$ cat src/hw/rtl/lcdq_pkg.sv
// shared types and constants of the lcd nibble command queue
`default_nettype none

package lcdq_pkg;

  // operation codes of an input beat
  localparam logic [2:0] OP_ENQUEUE = 3'd0;
  localparam logic [2:0] OP_DONE    = 3'd1;
  localparam logic [2:0] OP_PAUSE   = 3'd2;
  localparam logic [2:0] OP_RESUME  = 3'd3;
  localparam logic [2:0] OP_TICK    = 3'd4;
  localparam logic [2:0] OP_ABORT   = 3'd5;

  // status codes of a result beat
  localparam logic [2:0] ST_OK          = 3'd0;
  localparam logic [2:0] ST_EMPTY       = 3'd1;
  localparam logic [2:0] ST_PAUSED_FULL = 3'd2;
  localparam logic [2:0] ST_TIMEOUT     = 3'd3;
  localparam logic [2:0] ST_BUS_ERROR   = 3'd4;
  localparam logic [2:0] ST_START_FAIL  = 3'd5;
  localparam logic [2:0] ST_HELD        = 3'd6;
  localparam logic [2:0] ST_BUSY        = 3'd7;

  // configuration register indexes
  localparam int unsigned CFG_IDX_W = 1;
  localparam logic [CFG_IDX_W-1:0] CFG_BACKLIGHT = 1'b0;
  localparam logic [CFG_IDX_W-1:0] CFG_TIMEOUT   = 1'b1;

  // reset values of the configuration registers
  localparam logic       BACKLIGHT_RST = 1'b1;
  localparam logic [7:0] TIMEOUT_RST   = 8'd10;

  // expander byte framing
  localparam logic [7:0] NIB_HI_MASK = 8'hf0;
  localparam logic [7:0] EN_FLAG     = 8'h04;
  localparam logic [7:0] BL_FLAG     = 8'h08;
  localparam logic [7:0] RS_FLAG     = 8'h01;

  // one stored entry: select bit over the byte
  localparam int unsigned ENTRY_W = 9;

  typedef struct packed {
    logic [2:0] op;
    logic       reg_select;
    logic [7:0] entry_byte;
    logic       start_flush;
    logic       bus_error;
    logic       link_refuses;
  } in_item_t;

  typedef struct packed {
    logic [2:0] status;
    logic       tx_start;
    logic [7:0] byte_hi_setup;
    logic [7:0] byte_hi_strobe;
    logic [7:0] byte_hi_hold;
    logic [7:0] byte_lo_setup;
    logic [7:0] byte_lo_strobe;
    logic [7:0] byte_lo_hold;
    logic       queue_full;
    logic       paused_while_flushing;
    logic       flushing;
    logic [5:0] entry_count;
  } out_item_t;

  typedef struct packed {
    logic       backlight_on;
    logic [7:0] full_timeout_ticks;
  } cfg_t;

endpackage

`default_nettype wire

$ cat src/hw/rtl/lcd_nibble_command_queue.sv
// top level of the lcd nibble command queue
`default_nettype none

// Command queue for a character display driven through a 4-bit expander.
// Entries (select bit and byte) sit in a ring store of QUEUE_DEPTH entries;
// each transfer takes the head entry out and reports it as six expander bytes,
// high nibble then low nibble, each as setup, strobe and hold. Every input
// beat gives exactly one result beat. An input beat runs in two steps: at
// acceptance the head entry is read from the store into a register, and then the
// queue state is updated and the result is loaded into the output register,
// which frees the input side while the result waits to be taken. An output
// register that is still held by stall delays the update step. Configuration
// writes are always ready and are to be issued only while the block is idle.
module lcd_nibble_command_queue
  import lcdq_pkg::*;
#(
  parameter int unsigned QUEUE_DEPTH = 32
) (
  input  wire logic                 clk,
  input  wire logic                 rst_n,
  input  wire logic                 in_valid,
  output      logic                 in_stall,
  input  wire in_item_t             in_data,
  output      logic                 out_valid,
  input  wire logic                 out_stall,
  output      out_item_t            out_data,
  input  wire logic                 cfg_valid,
  output      logic                 cfg_ready,
  input  wire logic [CFG_IDX_W-1:0] cfg_index,
  input  wire logic [7:0]           cfg_data
);

  localparam int unsigned PTR_W = $clog2(QUEUE_DEPTH);
  localparam int unsigned CNT_W = $clog2(QUEUE_DEPTH + 1);

  cfg_t               cfg_r, cfg_nxt;
  logic               exec_valid_r, exec_valid_nxt;
  in_item_t           item_r;
  logic               in_accept;
  logic               consume;
  logic [PTR_W-1:0]   rd_ptr;
  logic               mem_we;
  logic [PTR_W-1:0]   mem_waddr;
  logic [ENTRY_W-1:0] mem_wdata;
  logic [ENTRY_W-1:0] head_rdata;

  assign cfg_ready = 1'b1;
  assign in_stall  = exec_valid_r;
  assign in_accept = in_valid && !in_stall;

  // configuration registers
  always_comb begin
    cfg_nxt = cfg_r;
    if (cfg_valid) begin
      unique case (cfg_index)
        CFG_BACKLIGHT: cfg_nxt.backlight_on       = cfg_data[0];
        CFG_TIMEOUT:   cfg_nxt.full_timeout_ticks = cfg_data;
        default: begin
        end
      endcase
    end
  end

  // input beat holding stage
  always_comb begin
    exec_valid_nxt = exec_valid_r;
    if (in_accept) begin
      exec_valid_nxt = 1'b1;
    end else if (consume) begin
      exec_valid_nxt = 1'b0;
    end
  end

  always_ff @(posedge clk) begin
    if (!rst_n) begin
      cfg_r.backlight_on       <= BACKLIGHT_RST;
      cfg_r.full_timeout_ticks <= TIMEOUT_RST;
      exec_valid_r             <= 1'b0;
    end else begin
      cfg_r        <= cfg_nxt;
      exec_valid_r <= exec_valid_nxt;
    end
  end

  always_ff @(posedge clk) begin
    if (in_accept) begin
      item_r <= in_data;
    end
  end

  lcdq_store #(
    .DEPTH (QUEUE_DEPTH),
    .PTR_W (PTR_W)
  ) u_store (
    .clk   (clk),
    .we    (mem_we),
    .waddr (mem_waddr),
    .wdata (mem_wdata),
    .re    (in_accept),
    .raddr (rd_ptr),
    .rdata (head_rdata)
  );

  lcdq_engine #(
    .DEPTH (QUEUE_DEPTH),
    .PTR_W (PTR_W),
    .CNT_W (CNT_W)
  ) u_engine (
    .clk        (clk),
    .rst_n      (rst_n),
    .cfg        (cfg_r),
    .exec_valid (exec_valid_r),
    .item       (item_r),
    .head_rdata (head_rdata),
    .rd_ptr     (rd_ptr),
    .mem_we     (mem_we),
    .mem_waddr  (mem_waddr),
    .mem_wdata  (mem_wdata),
    .consume    (consume),
    .out_valid  (out_valid),
    .out_stall  (out_stall),
    .out_data   (out_data)
  );

endmodule

`default_nettype wire

$ cat src/hw/rtl/lcdq_store.sv
// entry store: one write port, one registered read port
`default_nettype none

module lcdq_store
  import lcdq_pkg::*;
#(
  parameter int unsigned DEPTH = 32,
  parameter int unsigned PTR_W = 5
) (
  input  wire logic               clk,
  input  wire logic               we,
  input  wire logic [PTR_W-1:0]   waddr,
  input  wire logic [ENTRY_W-1:0] wdata,
  input  wire logic               re,
  input  wire logic [PTR_W-1:0]   raddr,
  output      logic [ENTRY_W-1:0] rdata
);

  logic [ENTRY_W-1:0] mem [DEPTH];
  logic [ENTRY_W-1:0] rdata_r;

  // write and registered read
  always_ff @(posedge clk) begin
    if (we) begin
      mem[waddr] <= wdata;
    end
    if (re) begin
      rdata_r <= mem[raddr];
    end
  end

  assign rdata = rdata_r;

endmodule

`default_nettype wire

$ cat src/hw/rtl/lcdq_engine.sv
// queue state update, nibble framing and result register
`default_nettype none

module lcdq_engine
  import lcdq_pkg::*;
#(
  parameter int unsigned DEPTH = 32,
  parameter int unsigned PTR_W = 5,
  parameter int unsigned CNT_W = 6
) (
  input  wire logic               clk,
  input  wire logic               rst_n,
  input  wire cfg_t               cfg,
  input  wire logic               exec_valid,
  input  wire in_item_t           item,
  input  wire logic [ENTRY_W-1:0] head_rdata,
  output      logic [PTR_W-1:0]   rd_ptr,
  output      logic               mem_we,
  output      logic [PTR_W-1:0]   mem_waddr,
  output      logic [ENTRY_W-1:0] mem_wdata,
  output      logic               consume,
  output      logic               out_valid,
  input  wire logic               out_stall,
  output      out_item_t          out_data
);

  localparam logic [CNT_W-1:0] FULL_CNT = CNT_W'(DEPTH);
  localparam logic [PTR_W-1:0] LAST_PTR = PTR_W'(DEPTH - 1);

  logic [PTR_W-1:0]   wr_ptr_r, wr_ptr_nxt, rd_ptr_r, rd_ptr_nxt;
  logic [CNT_W-1:0]   cnt_r, cnt_nxt;
  logic               paused_r, paused_nxt;
  logic               flush_r, flush_nxt;
  logic               err_once_r, err_once_nxt;
  logic               held_valid_r, held_valid_nxt;
  logic [ENTRY_W-1:0] held_r, held_nxt;
  logic [7:0]         wait_r, wait_nxt;
  logic               out_valid_r, out_valid_nxt;
  out_item_t          out_data_r, out_data_nxt;

  logic               step_go;
  logic               attempt;
  logic               tx;
  logic [2:0]         status;
  logic [ENTRY_W-1:0] new_entry;
  logic [ENTRY_W-1:0] head;
  logic [7:0]         flags, hi, lo;

  function automatic logic [PTR_W-1:0] ptr_inc(input logic [PTR_W-1:0] p);
    ptr_inc = (p == LAST_PTR) ? '0 : p + PTR_W'(1);
  endfunction

  assign step_go   = exec_valid && (!out_valid_r || !out_stall);
  assign new_entry = {item.reg_select, item.entry_byte};
  // an enqueue into an empty queue makes the new entry the head
  assign head      = (cnt_r == '0) ? new_entry : head_rdata;

  // framing of the head entry
  always_comb begin
    flags = (head[8] ? RS_FLAG : 8'h00) | (cfg.backlight_on ? BL_FLAG : 8'h00);
    hi    = (head[7:0] & NIB_HI_MASK) | flags;
    lo    = {head[3:0], 4'h0} | flags;
  end

  // one step of the queue
  always_comb begin
    wr_ptr_nxt     = wr_ptr_r;
    rd_ptr_nxt     = rd_ptr_r;
    cnt_nxt        = cnt_r;
    paused_nxt     = paused_r;
    flush_nxt      = flush_r;
    err_once_nxt   = err_once_r;
    held_valid_nxt = held_valid_r;
    held_nxt       = held_r;
    wait_nxt       = wait_r;
    mem_we         = 1'b0;
    mem_waddr      = wr_ptr_r;
    mem_wdata      = new_entry;
    attempt        = 1'b0;
    tx             = 1'b0;
    status         = ST_OK;

    if (step_go) begin
      unique case (item.op)
        OP_ENQUEUE: begin
          if (cnt_r == FULL_CNT) begin
            if (paused_r) begin
              status = ST_PAUSED_FULL;
            end else if (held_valid_r) begin
              status = ST_BUSY;
            end else begin
              held_valid_nxt = 1'b1;
              held_nxt       = new_entry;
              wait_nxt       = '0;
              status         = ST_HELD;
            end
          end else begin
            mem_we     = 1'b1;
            wr_ptr_nxt = ptr_inc(wr_ptr_r);
            cnt_nxt    = cnt_r + CNT_W'(1);
            if (item.start_flush && !flush_r && !paused_r) begin
              flush_nxt = 1'b1;
              attempt   = 1'b1;
            end
          end
        end
        OP_DONE: begin
          if (flush_r) begin
            if (paused_r) begin
              flush_nxt = 1'b0;
            end else begin
              attempt = 1'b1;
            end
          end
        end
        OP_PAUSE: begin
          paused_nxt = 1'b1;
        end
        OP_RESUME: begin
          paused_nxt = 1'b0;
          if (!flush_r) begin
            flush_nxt = 1'b1;
            attempt   = 1'b1;
          end
        end
        OP_TICK: begin
          if (held_valid_r) begin
            if (paused_r) begin
              held_valid_nxt = 1'b0;
              held_nxt       = '0;
              wait_nxt       = '0;
              status         = ST_PAUSED_FULL;
            end else if (wait_r >= cfg.full_timeout_ticks) begin
              held_valid_nxt = 1'b0;
              held_nxt       = '0;
              wait_nxt       = '0;
              paused_nxt     = 1'b1;
              status         = ST_TIMEOUT;
            end else begin
              wait_nxt = wait_r + 8'd1;
            end
          end
        end
        OP_ABORT: begin
          flush_nxt = 1'b0;
        end
        default: begin
        end
      endcase
    end

    // transfer attempt on the head entry
    if (attempt) begin
      if (cnt_nxt == '0) begin
        flush_nxt = 1'b0;
        status    = ST_EMPTY;
      end else if (item.bus_error && err_once_r) begin
        paused_nxt   = 1'b1;
        err_once_nxt = 1'b0;
        flush_nxt    = 1'b0;
        status       = ST_BUS_ERROR;
      end else begin
        err_once_nxt = item.bus_error;
        if (item.link_refuses) begin
          flush_nxt = 1'b0;
          status    = ST_START_FAIL;
        end else begin
          tx         = 1'b1;
          rd_ptr_nxt = ptr_inc(rd_ptr_r);
          cnt_nxt    = cnt_nxt - CNT_W'(1);
          // held entry drops into the freed slot
          if (held_valid_r) begin
            mem_we         = 1'b1;
            mem_wdata      = held_r;
            wr_ptr_nxt     = ptr_inc(wr_ptr_r);
            cnt_nxt        = cnt_nxt + CNT_W'(1);
            held_valid_nxt = 1'b0;
            held_nxt       = '0;
            wait_nxt       = '0;
          end
        end
      end
    end
  end

  // result beat assembly
  always_comb begin
    out_data_nxt                       = out_data_r;
    out_valid_nxt                      = out_valid_r && out_stall;
    if (step_go) begin
      out_valid_nxt                      = 1'b1;
      out_data_nxt.status                = status;
      out_data_nxt.tx_start              = tx;
      out_data_nxt.byte_hi_setup         = tx ? hi : 8'h00;
      out_data_nxt.byte_hi_strobe        = tx ? (hi | EN_FLAG) : 8'h00;
      out_data_nxt.byte_hi_hold          = tx ? hi : 8'h00;
      out_data_nxt.byte_lo_setup         = tx ? lo : 8'h00;
      out_data_nxt.byte_lo_strobe        = tx ? (lo | EN_FLAG) : 8'h00;
      out_data_nxt.byte_lo_hold          = tx ? lo : 8'h00;
      out_data_nxt.queue_full            = (cnt_nxt == FULL_CNT);
      out_data_nxt.paused_while_flushing = paused_nxt && flush_nxt;
      out_data_nxt.flushing              = flush_nxt;
      out_data_nxt.entry_count           = 6'(cnt_nxt);
    end
  end

  // control state
  always_ff @(posedge clk) begin
    if (!rst_n) begin
      wr_ptr_r     <= '0;
      rd_ptr_r     <= '0;
      cnt_r        <= '0;
      paused_r     <= 1'b0;
      flush_r      <= 1'b0;
      err_once_r   <= 1'b0;
      held_valid_r <= 1'b0;
      held_r       <= '0;
      wait_r       <= '0;
      out_valid_r  <= 1'b0;
    end else begin
      wr_ptr_r     <= wr_ptr_nxt;
      rd_ptr_r     <= rd_ptr_nxt;
      cnt_r        <= cnt_nxt;
      paused_r     <= paused_nxt;
      flush_r      <= flush_nxt;
      err_once_r   <= err_once_nxt;
      held_valid_r <= held_valid_nxt;
      held_r       <= held_nxt;
      wait_r       <= wait_nxt;
      out_valid_r  <= out_valid_nxt;
    end
  end

  // result payload
  always_ff @(posedge clk) begin
    out_data_r <= out_data_nxt;
  end

  assign rd_ptr    = rd_ptr_r;
  assign consume   = step_go;
  assign out_valid = out_valid_r;
  assign out_data  = out_data_r;

endmodule

`default_nettype wire

$ cat config.mk
export PLATFORM = sky130hd
export DESIGN_NAME = lcd_nibble_command_queue
export DESIGN_NICKNAME = d
export VERILOG_FILES = /design/src/hw/rtl/lcdq_pkg.sv /design/src/hw/rtl/lcd_nibble_command_queue.sv /design/src/hw/rtl/lcdq_store.sv /design/src/hw/rtl/lcdq_engine.sv
export SDC_FILE = /design/constraint.sdc
export NUM_CORES = 1
export LEC_CHECK = 0
export BUFFER_PORTS_ARGS = -buffer_cell sky130_fd_sc_hd__buf_2
export CORE_UTILIZATION = 45
export CTS_CLUSTER_SIZE = 14
export DETAILED_ROUTE_END_ITERATION = 16
export GPL_TIMING_DRIVEN = 0
export MAX_ROUTING_LAYER = met4
export SLEW_MARGIN = 20
export SYNTH_ARGS = -nofsm -noshare
export SYNTH_HDL_FRONTEND = slang
export SYNTH_SLANG_ARGS = --single-unit
$ cat constraint.sdc
create_clock -name clk -period 7.1 [get_ports clk]
set_clock_uncertainty 0.1 [all_clocks]
set_input_delay 1.42 -clock clk [delete_from_list [all_inputs] [get_ports clk]]
set_output_delay 1.42 -clock clk [all_outputs]
set_load 0.1 [all_outputs]
==> results of run 1 <==
power by group:
part	switching, mW	internal [mW]
clock	0.860	1.15
sequential	0.0134	2.47
combinational	0.242	0.0608
worst paths after layout:
check                                from                  to  slack (ns)  cells after the start
worst max-delay path            out_stall  u_store.mem[19][5]        2.04                     11
worst max register to register   in_stall  u_store.mem[19][5]        2.53                     10
worst min register to register   cfg_r[6]            cfg_r[6]        0.37                      2
worst min-delay path             cfg_r[6]            cfg_r[6]        0.37                      2
worst max-delay path, cell delays in order:
cell      delay, ns
buf_2          0.11
a21bo_2        0.25
inv_1          0.09
buf_2          0.60
o211a_1        0.35
xnor2_1        0.29
ha_1           0.29
nand3_2        0.11
o311ai_4       0.41
clkbuf_1       0.48
mux2_2         0.78
metrics by stage:
step / hold slack, ns / cells / worst slack [ns] / utilization [%] / instance area [µm²]
2_1_floorplan: 0.343 / 986 / 2.50 / - / 16300
3_3_place_gp: 0.359 / 1528 / 1.46 / 48.6 / 17200
3_5_place_dp: 0.365 / 1529 / 1.44 / 48.7 / 17300
4_1_cts: 0.378 / 1605 / 2.01 / 52.2 / 18500
5_1_grt: 0.397 / 1605 / 1.75 / 52.2 / 18500
6_report: 0.373 / 1605 / 2.04 / 52.2 / 18500
flip-flops by register name (all words and copies together), names as in the netlist, 6 cells and up:
name               flops
u_store.mem          288
u_engine.out_data     23
item_r                15
cfg_r                  9
u_engine.held_r        9
u_store.rdata          9
u_engine.wait_r        8
u_engine.cnt_r         6
layer usage:
| metal | vias up | global-route usage [%] | routed length (µm) |
|---|---|---|---|
| li1 | 4052 | - | - |
| met1 | 4523 | 28.9 | 16700 |
| met2 | 278 | 30.1 | 16100 |
| met3 | 50 | 2.96 | 1940 |
| met4 | 0 | 6.53 | 875 |
| met5 | - | - | 0 |
area by class of cell:
class	count	share of cell area, %
Buffer	88	2.77
Sequential cell	383	59.4
Clock buffer	55	6.04
Clock inverter	21	0.783
Inverter	22	0.445
Tap cell	461	3.11
Timing Repair Buffer	82	2.29
Multi-Input combinational cell	493	25.1
synth_stat cells (all sizes together), types with 14 or more instances:
cell type,count
mux2,21
edfxtp,335
nor2b,15
mux2i,14
nor2,74
nand2,54
ha,20
buf,58
o21ai,18
dfxtp,48
a21oi,20
and2,15
clkbuf,30
a21boi,20
mux4,90
inv,22
kinds of logic (layout without fill, tap and decap cells):
kind of cell / after synthesis / in the layout / share of synthesized area (%)
simple gates: 223 / 223 / 6.97
flops: 383 / 383 / 67.9
xor+xnor: 4 / 4 / 0.216
compound gates: 110 / 110 / 4.80
mux: 125 / 125 / 14.8
fa+ha+maj: 20 / 20 / 1.54
other cells: 2 / 11 / 0.0463
buf+inv: 110 / 268 / 3.67
==> results.md, run 1 <==
* WL final at 35.6 mm
* Top-area cell type share of the netlist area at 62.0%
* Number of synthesis warnings at 0
* Slew Viols, Final at 0
* CTS clk-pin slew, worst paths at 0.05 ns
* Total gr overflow at 0
* Die Span X at 192 µm
* Crit Path Category: in -> reg
* Pwr Total at 4.80 mW
* Vias per cell at 5.55
* Worst Path Required at 7.24 ns
* Routed len/inst at 22.2 µm
* CTS root buf: clkbuf_16
* Clock Path Buffers at 3
* Peak VDD IR at 0.187 mV
* Min-delay worst type: reg -> reg
* Arrival time of the worst setup path at 5.20 ns
* H-tree levels at 2
* Number of synthesized flops with an enable pin at 335
* Tmin final at 5.06 ns
* Die ar. at 36800 µm²
* PostCTS Resize Cnt at 0
* Final hold violation count at 0
* Layout cells sized above 1 at 27.4%
* Cts bufs inserted at 41
* RSZ-0062 raised after global routing: no
* Final GP Congestion at 0.859
* Antenna-violating nets left at 0
* Top post-synthesis cells by area: edfxtp_1 62%, mux4_2 12%, dfxtp_1 5.9%, buf_4 1.9%, nor2_1 1.7%
* DRC violations left at 0
* Mapped Area at 16200 µm²
* Area grow syn2layout at 14.3%
* Height of the die at 192 µm
* Gr usage total at 20.3%
* Placeable Area at 35500 µm²
* # setup viols final at 0
* Measured slew at the worst slew-check pin at 0.985 ns
* Status: complete, no violations
* Ant diodes at 0
* Top_reg_cell synth: edfxtp_1
* Register area at 11000 µm²
* Commonest non-fill, non-tap cell in the layout: edfxtp_1
* # hold bufs at CTS at 0
* Fin crit share at 71.3%
* Critical Path Source Type: primary input
* Setup bufs post-CTS at 0
* Fill cells at 2916
* # rows at 69
* # IOs at 93
* Initial DRC Count at 645
* Synth area leader: edfxtp_1
* Commonest non-fill, non-tap cells in the layout: 335 x edfxtp_1, 90 x mux4_2, 86 x buf_2
* Sequential cell area fraction in the yosys report at 67.9%
* Clk sinks at 383
* Post-DP HPWL at 23.5 mm
* IO Port Bufs at 81
* Maximum fanout along the worst path at 32
* Clock Latency Late Sink at 0.56 ns
* Initial core utilization at 45.7%
* Multi-input gate area at 4650 µm²
* Initial antenna violation count at 0
* Largest net degree at the start of global routing at 33
* Leak at 6.17 nW
* Ys async rst share at 0%
* Max-cap viol count at 0
* Layout net count at 1160
* CTS tree: yes
* Max Freq at 198 MHz
* Synth Instances at 977
* Setup_tns at 0 ns
* Global-route wire length before repair at 52.7 mm
* Synth Register Bits at 383
* Slew headroom at 34.3%
* Vias in the first global route at 8594
* Netlist cell types at 70
* Power per cell area at 259 nW/µm²
* Syn avg cell area at 16.6 µm²
* Crit end category: flip-flop
* Pre-antenna DRT Iters at 5
* Vias at 8903
Power figures use the tool's default switching activity.
==> inputs of run 2 (changes only) <==
- clock period: 7.1 -> 4.35 ns (I/O delays scaled with it)
==> run 2 against run 1 <==
Net effect:
- critical path depth unchanged
- setup slack got worse by 1.8 ns
- highest routed layer unchanged
- combinational power increased by 65%
- largest power group unchanged
- cell area increased by 0.43%
- utilization increased by 0.23 points
==> results.md, run 2 (same netlist as run 1, synthesis figures left out) <==
* Final hold violation count at 0 (unchanged)
* Vias per cell at 5.58 (+0.54%)
* Commonest non-fill, non-tap cells in the layout: 335 x edfxtp_1, 90 x mux4_2, 85 x buf_2
* Fin crit share at 95.5%
* Layout cells sized above 1 at 28.8% (+1.4 points)
* Internal Pwr Total at 6.02 mW (+63%)
* Worst path slowest cell: nor2_1
* Ant diodes at 0 (unchanged)
* Antenna-violating nets left at 0 (unchanged)
* Cts bufs inserted at 41 (unchanged)
* # setup viols final at 0 (unchanged)
* Final GP Congestion at 0.859 (unchanged)
* Most flops, register: u_store.mem
* Critical Path Source Type: flip-flop
* Post-DP HPWL at 23.5 mm (unchanged)
* Vias in the first global route at 8585 (-0.10%)
* Slew Viols, Final at 0 (unchanged)
* Die ar. at 36800 µm² (unchanged)
* Height of the die at 192 µm (unchanged)
* Worst-path cell chain: a21bo_2, inv_1, buf_6, o211a_1, xnor2_1, ha_1, nand3_2, o311ai_4, nand2_1, nand2_1, nor2_1
* Vias at 8957 (+0.61%)
* Initial core utilization at 45.7% (unchanged)
* Layout net count at 1161 (+0.086%)
* Worst Path Required at 4.42 ns (-2.82 ns)
* # hold bufs at CTS at 0 (unchanged)
* Layout Utilization at 52.5% (+0.23 points)
* Arrival time of the worst setup path at 4.23 ns (-0.97 ns)
* Power per cell area at 421 nW/µm² (+63%)
* Global-route wire length before repair at 52.7 mm (about the same)
* RSZ-0062 raised after global routing: yes
* Largest net degree at the start of global routing at 33 (unchanged)
* Leak at 6.21 nW (+0.73%)
* Slew headroom at 34.1% (-0.27 points)
* H-tree levels at 2 (unchanged)
* Area grow syn2layout at 14.8%
* IO Port Bufs at 81 (unchanged)
* Most frequent CP cell: nand2_1
* WL final at 35.7 mm (+0.26%)
* # IOs at 93 (unchanged)
* Setup_tns at 0 ns (unchanged)
* Measured slew at the worst slew-check pin at 0.989 ns (+0.00398 ns)
* Clock Path Buffers at 3 (unchanged)
* Max Freq at 241 MHz
* Gate power share at 6.4% (about the same)
* Placed Instances at 1529 (unchanged)
* # rows at 69 (unchanged)
* Clock Latency Late Sink at 0.56 ns (about the same)
* Gr usage total at 20.3% (about the same)
* Crit Path Category: reg -> reg
* Peak VDD IR at 0.308 mV (+64%)
* Initial antenna violation count at 0 (unchanged)
* Commonest non-fill, non-tap cell in the layout: edfxtp_1
* Routed len/inst at 22.2 µm (+0.20%)
* Initial DRC Count at 644 (-0.16%)
* CTS root buf: clkbuf_16
* Critical Path Max Stage Delay at 0.83 ns (+0.05 ns)
* Total gr overflow at 0 (unchanged)
* Crit end category: flip-flop
* Clk sinks at 383 (unchanged)
* NetSw at 1.83 mW (+64%)
* Sequential power share at 51.7% (about the same)
* Pre-antenna DRT Iters at 5 (unchanged)
* CTS clk-pin slew, worst paths at 0.06 ns (about the same)
* Max-cap viol count at 0 (unchanged)
* Die Span X at 192 µm (unchanged)
* Clock Power Share at 41.9% (about the same)
* DRC violations left at 0 (unchanged)
* Tmin final at 4.15 ns
* Min-delay worst type: reg -> reg
* Status: complete, no violations
* Fin cells at 1606 (+0.062%)
* Maximum fanout along the worst path at 32 (unchanged)
* Switching share of total power at 23.3% (+0.094 points)
* Max reg flops at 288 (unchanged)
* Placeable Area at 35500 µm² (unchanged)
* CTS tree: yes
## run 2: metrics by stage
step	power [mW]	cell area, µm²	hold slack (ns)	setup WS, ns
detailed placement	4.63	17300	0.365	-0.760
CTS	7.91	18600	0.367	0.0762
global placement	4.62	17200	0.359	-0.737
finish	7.85	18600	0.373	0.197
floorplan	4.52	16300	0.343	0.0727
global route	8.07	18600	0.377	-0.0664
## run 2: what timing repair did
action	CTS	global route
buffers inserted	0	1
gates cloned	0	0
pin swaps	0	0
gates resized for setup	9	15
setup endpoints to repair	513	506
endpoints found under the hold margin	0	0
## run 2: final timing paths
check	start	to	slack, ns	depth (start not counted)
worst max-delay path	in_stall	u_store.mem[28][6]	0.20	11
worst min-delay path	cfg_r[6]	cfg_r[6]	0.37	2
worst max register to register	in_stall	u_store.mem[28][6]	0.20	11
worst min register to register	cfg_r[6]	cfg_r[6]	0.37	2
## run 2: critical path, delay by kind of cell (launching register included)
family          cells  cell delay (ns)
fa+ha+maj           1             0.30
simple gates        4             1.58
buf+inv             2             0.41
flops               1             0.41
xor+xnor            1             0.19
compound gates      3             0.75
## run 2: layer usage
| metal | track usage [%] | share of wire, % |
|---|---|---|
| met5 | - | 0 |
| met4 | 6.53 | 2.4 |
| met1 | 28.8 | 46 |
| met3 | 2.96 | 5.5 |
| met2 | 30.1 | 46 |
## run 2: final cells by class
| cell class | count | area, µm² |
|---|---|---|
| inverters | 22 | 82.6 |
| clock buffers | 55 | 1120 |
| plain buffers | 88 | 519 |
| flip-flops and latches | 383 | 11000 |
| fillers | 2905 | 16900 |
| clock inverters | 21 | 145 |
| repair buffers | 83 | 433 |
| multi-input cells | 493 | 4720 |
| well taps | 461 | 577 |
## run 2: power groups by stage
stage                     sequential, mW  combinational [mW]  clock (mW)
after global placement              4.14               0.488           0
after detailed placement            4.14               0.497           0
after global routing                4.06               0.527        3.48
final                               4.06               0.500        3.29
after CTS                           4.06               0.501        3.35
after floorplan                     4.22               0.294           0
==> inputs of run 3 (changes only) <==
- CORE_MARGIN: unset -> 5
- RECOVER_POWER: unset -> 50
==> run 3 against run 2 <==
Net effect:
- register-to-register slack better by 0.08 ns
- critical path depth up 1
- flip-flop and latch count unchanged
- setup slack better by 0.078 ns
- global-route usage down 1.7 points
- non-clock buffer count down 1
- cell area down 0.69%
- count of clock-buffer cells in the layout up 6
- utilization down 0.49 points
- largest power group unchanged
==> results.md, run 3 (same netlist as run 1, synthesis figures left out) <==
* Status: complete, no violations
* Fill cells at 2951 (+1.6%)
* Die Span X at 200 µm (+4.2%)
* Initial DRC Count at 778 (+21%)
* Layout cells sized above 1 at 21.7% (-7.1 points)
* Ant diodes at 0 (unchanged)
* Commonest non-fill, non-tap cell in the layout: edfxtp_1
* Slew headroom at 18.4% (-16 points)
* RSZ-0062 raised after global routing: no
* Slew Viols, Final at 0 (unchanged)
* Post-DP HPWL at 24.2 mm (+2.9%)
* Initial core utilization at 45.6% (-0.11 points)
* IO Port Bufs at 81 (unchanged)
* Placement Cell Area at 17300 µm² (about the same)
* # IOs at 93 (unchanged)
* Most flops, register: u_store.mem
* # rows at 69 (unchanged)
* Design area at 18500 µm² (-0.69%)
* CTS clk-pin slew, worst paths at 0.06 ns (about the same)
* Vias at 8894 (-0.70%)
* Layout net count at 1160 (-0.086%)
* Tmin final at 4.08 ns (-0.0782 ns)
* Pre-CTS setup slack at -0.816 ns (-0.0561 ns)
* Global-route wire length before repair at 54.0 mm (+2.5%)
* Commonest non-fill, non-tap cells in the layout: 335 x edfxtp_1, 106 x clkbuf_1, 90 x mux4_2
* CTS tree: yes
* Height of the die at 200 µm (+4.2%)
* Worst Hold Margin at 0.373 ns (-0.000422 ns)
* Initial antenna violation count at 0 (unchanged)
* Arrival time of the worst setup path at 4.12 ns (-0.11 ns)
* Final hold violation count at 0 (unchanged)
* Antenna-violating nets left at 0 (unchanged)
* Final GP Congestion at 0.860 (+0.13%)
* Max Freq at 245 MHz (+1.9%)
* DRC violations left at 0 (unchanged)
* Total gr overflow at 0 (unchanged)
* Maximum fanout along the worst path at 32 (unchanged)
* Pre-antenna DRT Iters at 5 (unchanged)
* Area grow syn2layout at 14.0%
* Max reg flops at 288 (unchanged)
* Critical Path Source Type: primary input
* Power per cell area at 424 nW/µm² (+0.64%)
* Cts bufs inserted at 41 (unchanged)
* WL final at 35.9 mm (+0.45%)
* Measured slew at the worst slew-check pin at 1.23 ns (+0.240 ns)
* Routed len/inst at 22.4 µm (+0.57%)
* Clock Latency Late Sink at 0.55 ns (about the same)
* Clock Path Buffers at 3 (unchanged)
* Placeable Area at 35600 µm² (+0.24%)
* Die ar. at 39900 µm² (+8.5%)
* Multi-input gate area at 4690 µm² (-0.72%)
* Vias per cell at 5.54 (-0.58%)
* Vias in the first global route at 8765 (+2.1%)
* Peak VDD IR at 0.307 mV (-0.43%)
* Register area at 11000 µm² (unchanged)
* Setup slack after layout at 0.275 ns (+0.0782 ns)
* Gr usage total at 18.6% (-1.7 points)
* Clk sinks at 383 (unchanged)
* Largest net degree at the start of global routing at 33 (unchanged)
* # setup viols final at 0 (unchanged)
* Min-delay worst type: reg -> reg
* Leak at 6.00 nW (-3.4%)
* Worst Path Required at 4.40 ns (-0.02 ns)
* Crit Path Category: in -> reg
* H-tree levels at 2 (unchanged)
* Crit end category: flip-flop
* Max-cap viol count at 0 (unchanged)
* Fin crit share at 93.7% (-1.8 points)
* CTS root buf: clkbuf_16
==> run 3: cell count changes in the layout (fill, tap and decap cells not counted), sizes merged <==
cell,previous run,this run
clkinv,19,11
inv,23,24
buf,141,77
clkbuf,85,154
==> run 3: power by group <==
part | internal [mW] | switching (mW) | total, mW
registers | 4.04 | 0.0226 | 4.06
clock network | 1.92 | 1.38 | 3.30
logic | 0.0895 | 0.397 | 0.487
==> run 3: final timing paths <==
check / to / from / slack (ns) / cells after the start
min reg2reg: cfg_r[5] / cfg_r[5] / 0.37 / 2
max: u_store.mem[28][4] / out_stall / 0.27 / 12
min: cfg_r[5] / cfg_r[5] / 0.37 / 2
max reg2reg: u_store.mem[28][4] / u_engine.cnt_r[0] / 0.28 / 9
==> run 3: what timing repair did <==
| action | in CTS | in global routing |
|---|---|---|
| hold buffers | 0 | 0 |
| setup buffers | 0 | 0 |
| gates cloned | 0 | 0 |
| gates resized for setup | 8 | 10 |
| setup endpoints to repair | 513 | 323 |
==> run 3: final cells by class <==
type,count,share of cell area (%)
timing repair buffer,82,1.81
inverter,22,0.447
clock inverter,14,0.616
clock buffer,61,6.29
tap,461,3.12
buffer,88,2.77
sequential,383,59.6
multi-input combinational,493,25.3
==> run 3: per-layer routing <==
metal | vias up | routed length (µm) | GRT usage, %
met5 | - | 0 | -
met4 | 0 | 815 | 5.18
met3 | 45 | 2610 | 3.56
met2 | 294 | 16200 | 27.6
met1 | 4504 | 16200 | 26.6
li1 | 4051 | - | -
==> run 3: critical path, cell delays in order <==
cell	delay (ns)
buf_2	0.11
a21bo_1	0.26
inv_1	0.13
clkbuf_8	0.31
o211a_1	0.31
xnor2_2	0.14
ha_1	0.27
nand3_2	0.10
o311ai_4	0.15
nand2_1	0.27
nand2_1	0.39
nor2_1	0.81
==> run 3: through the flow <==
step           util, %  power [mW]  setup TNS (ns)  instances
5_1_grt           52.0        8.10               0       1604
4_1_cts           52.2        7.92               0       1604
6_report          52.0        7.84               0       1604
3_5_place_dp      48.6        4.64         -352.42       1529
2_1_floorplan        -        4.52               0        986
3_3_place_gp      48.5        4.62         -339.76       1528
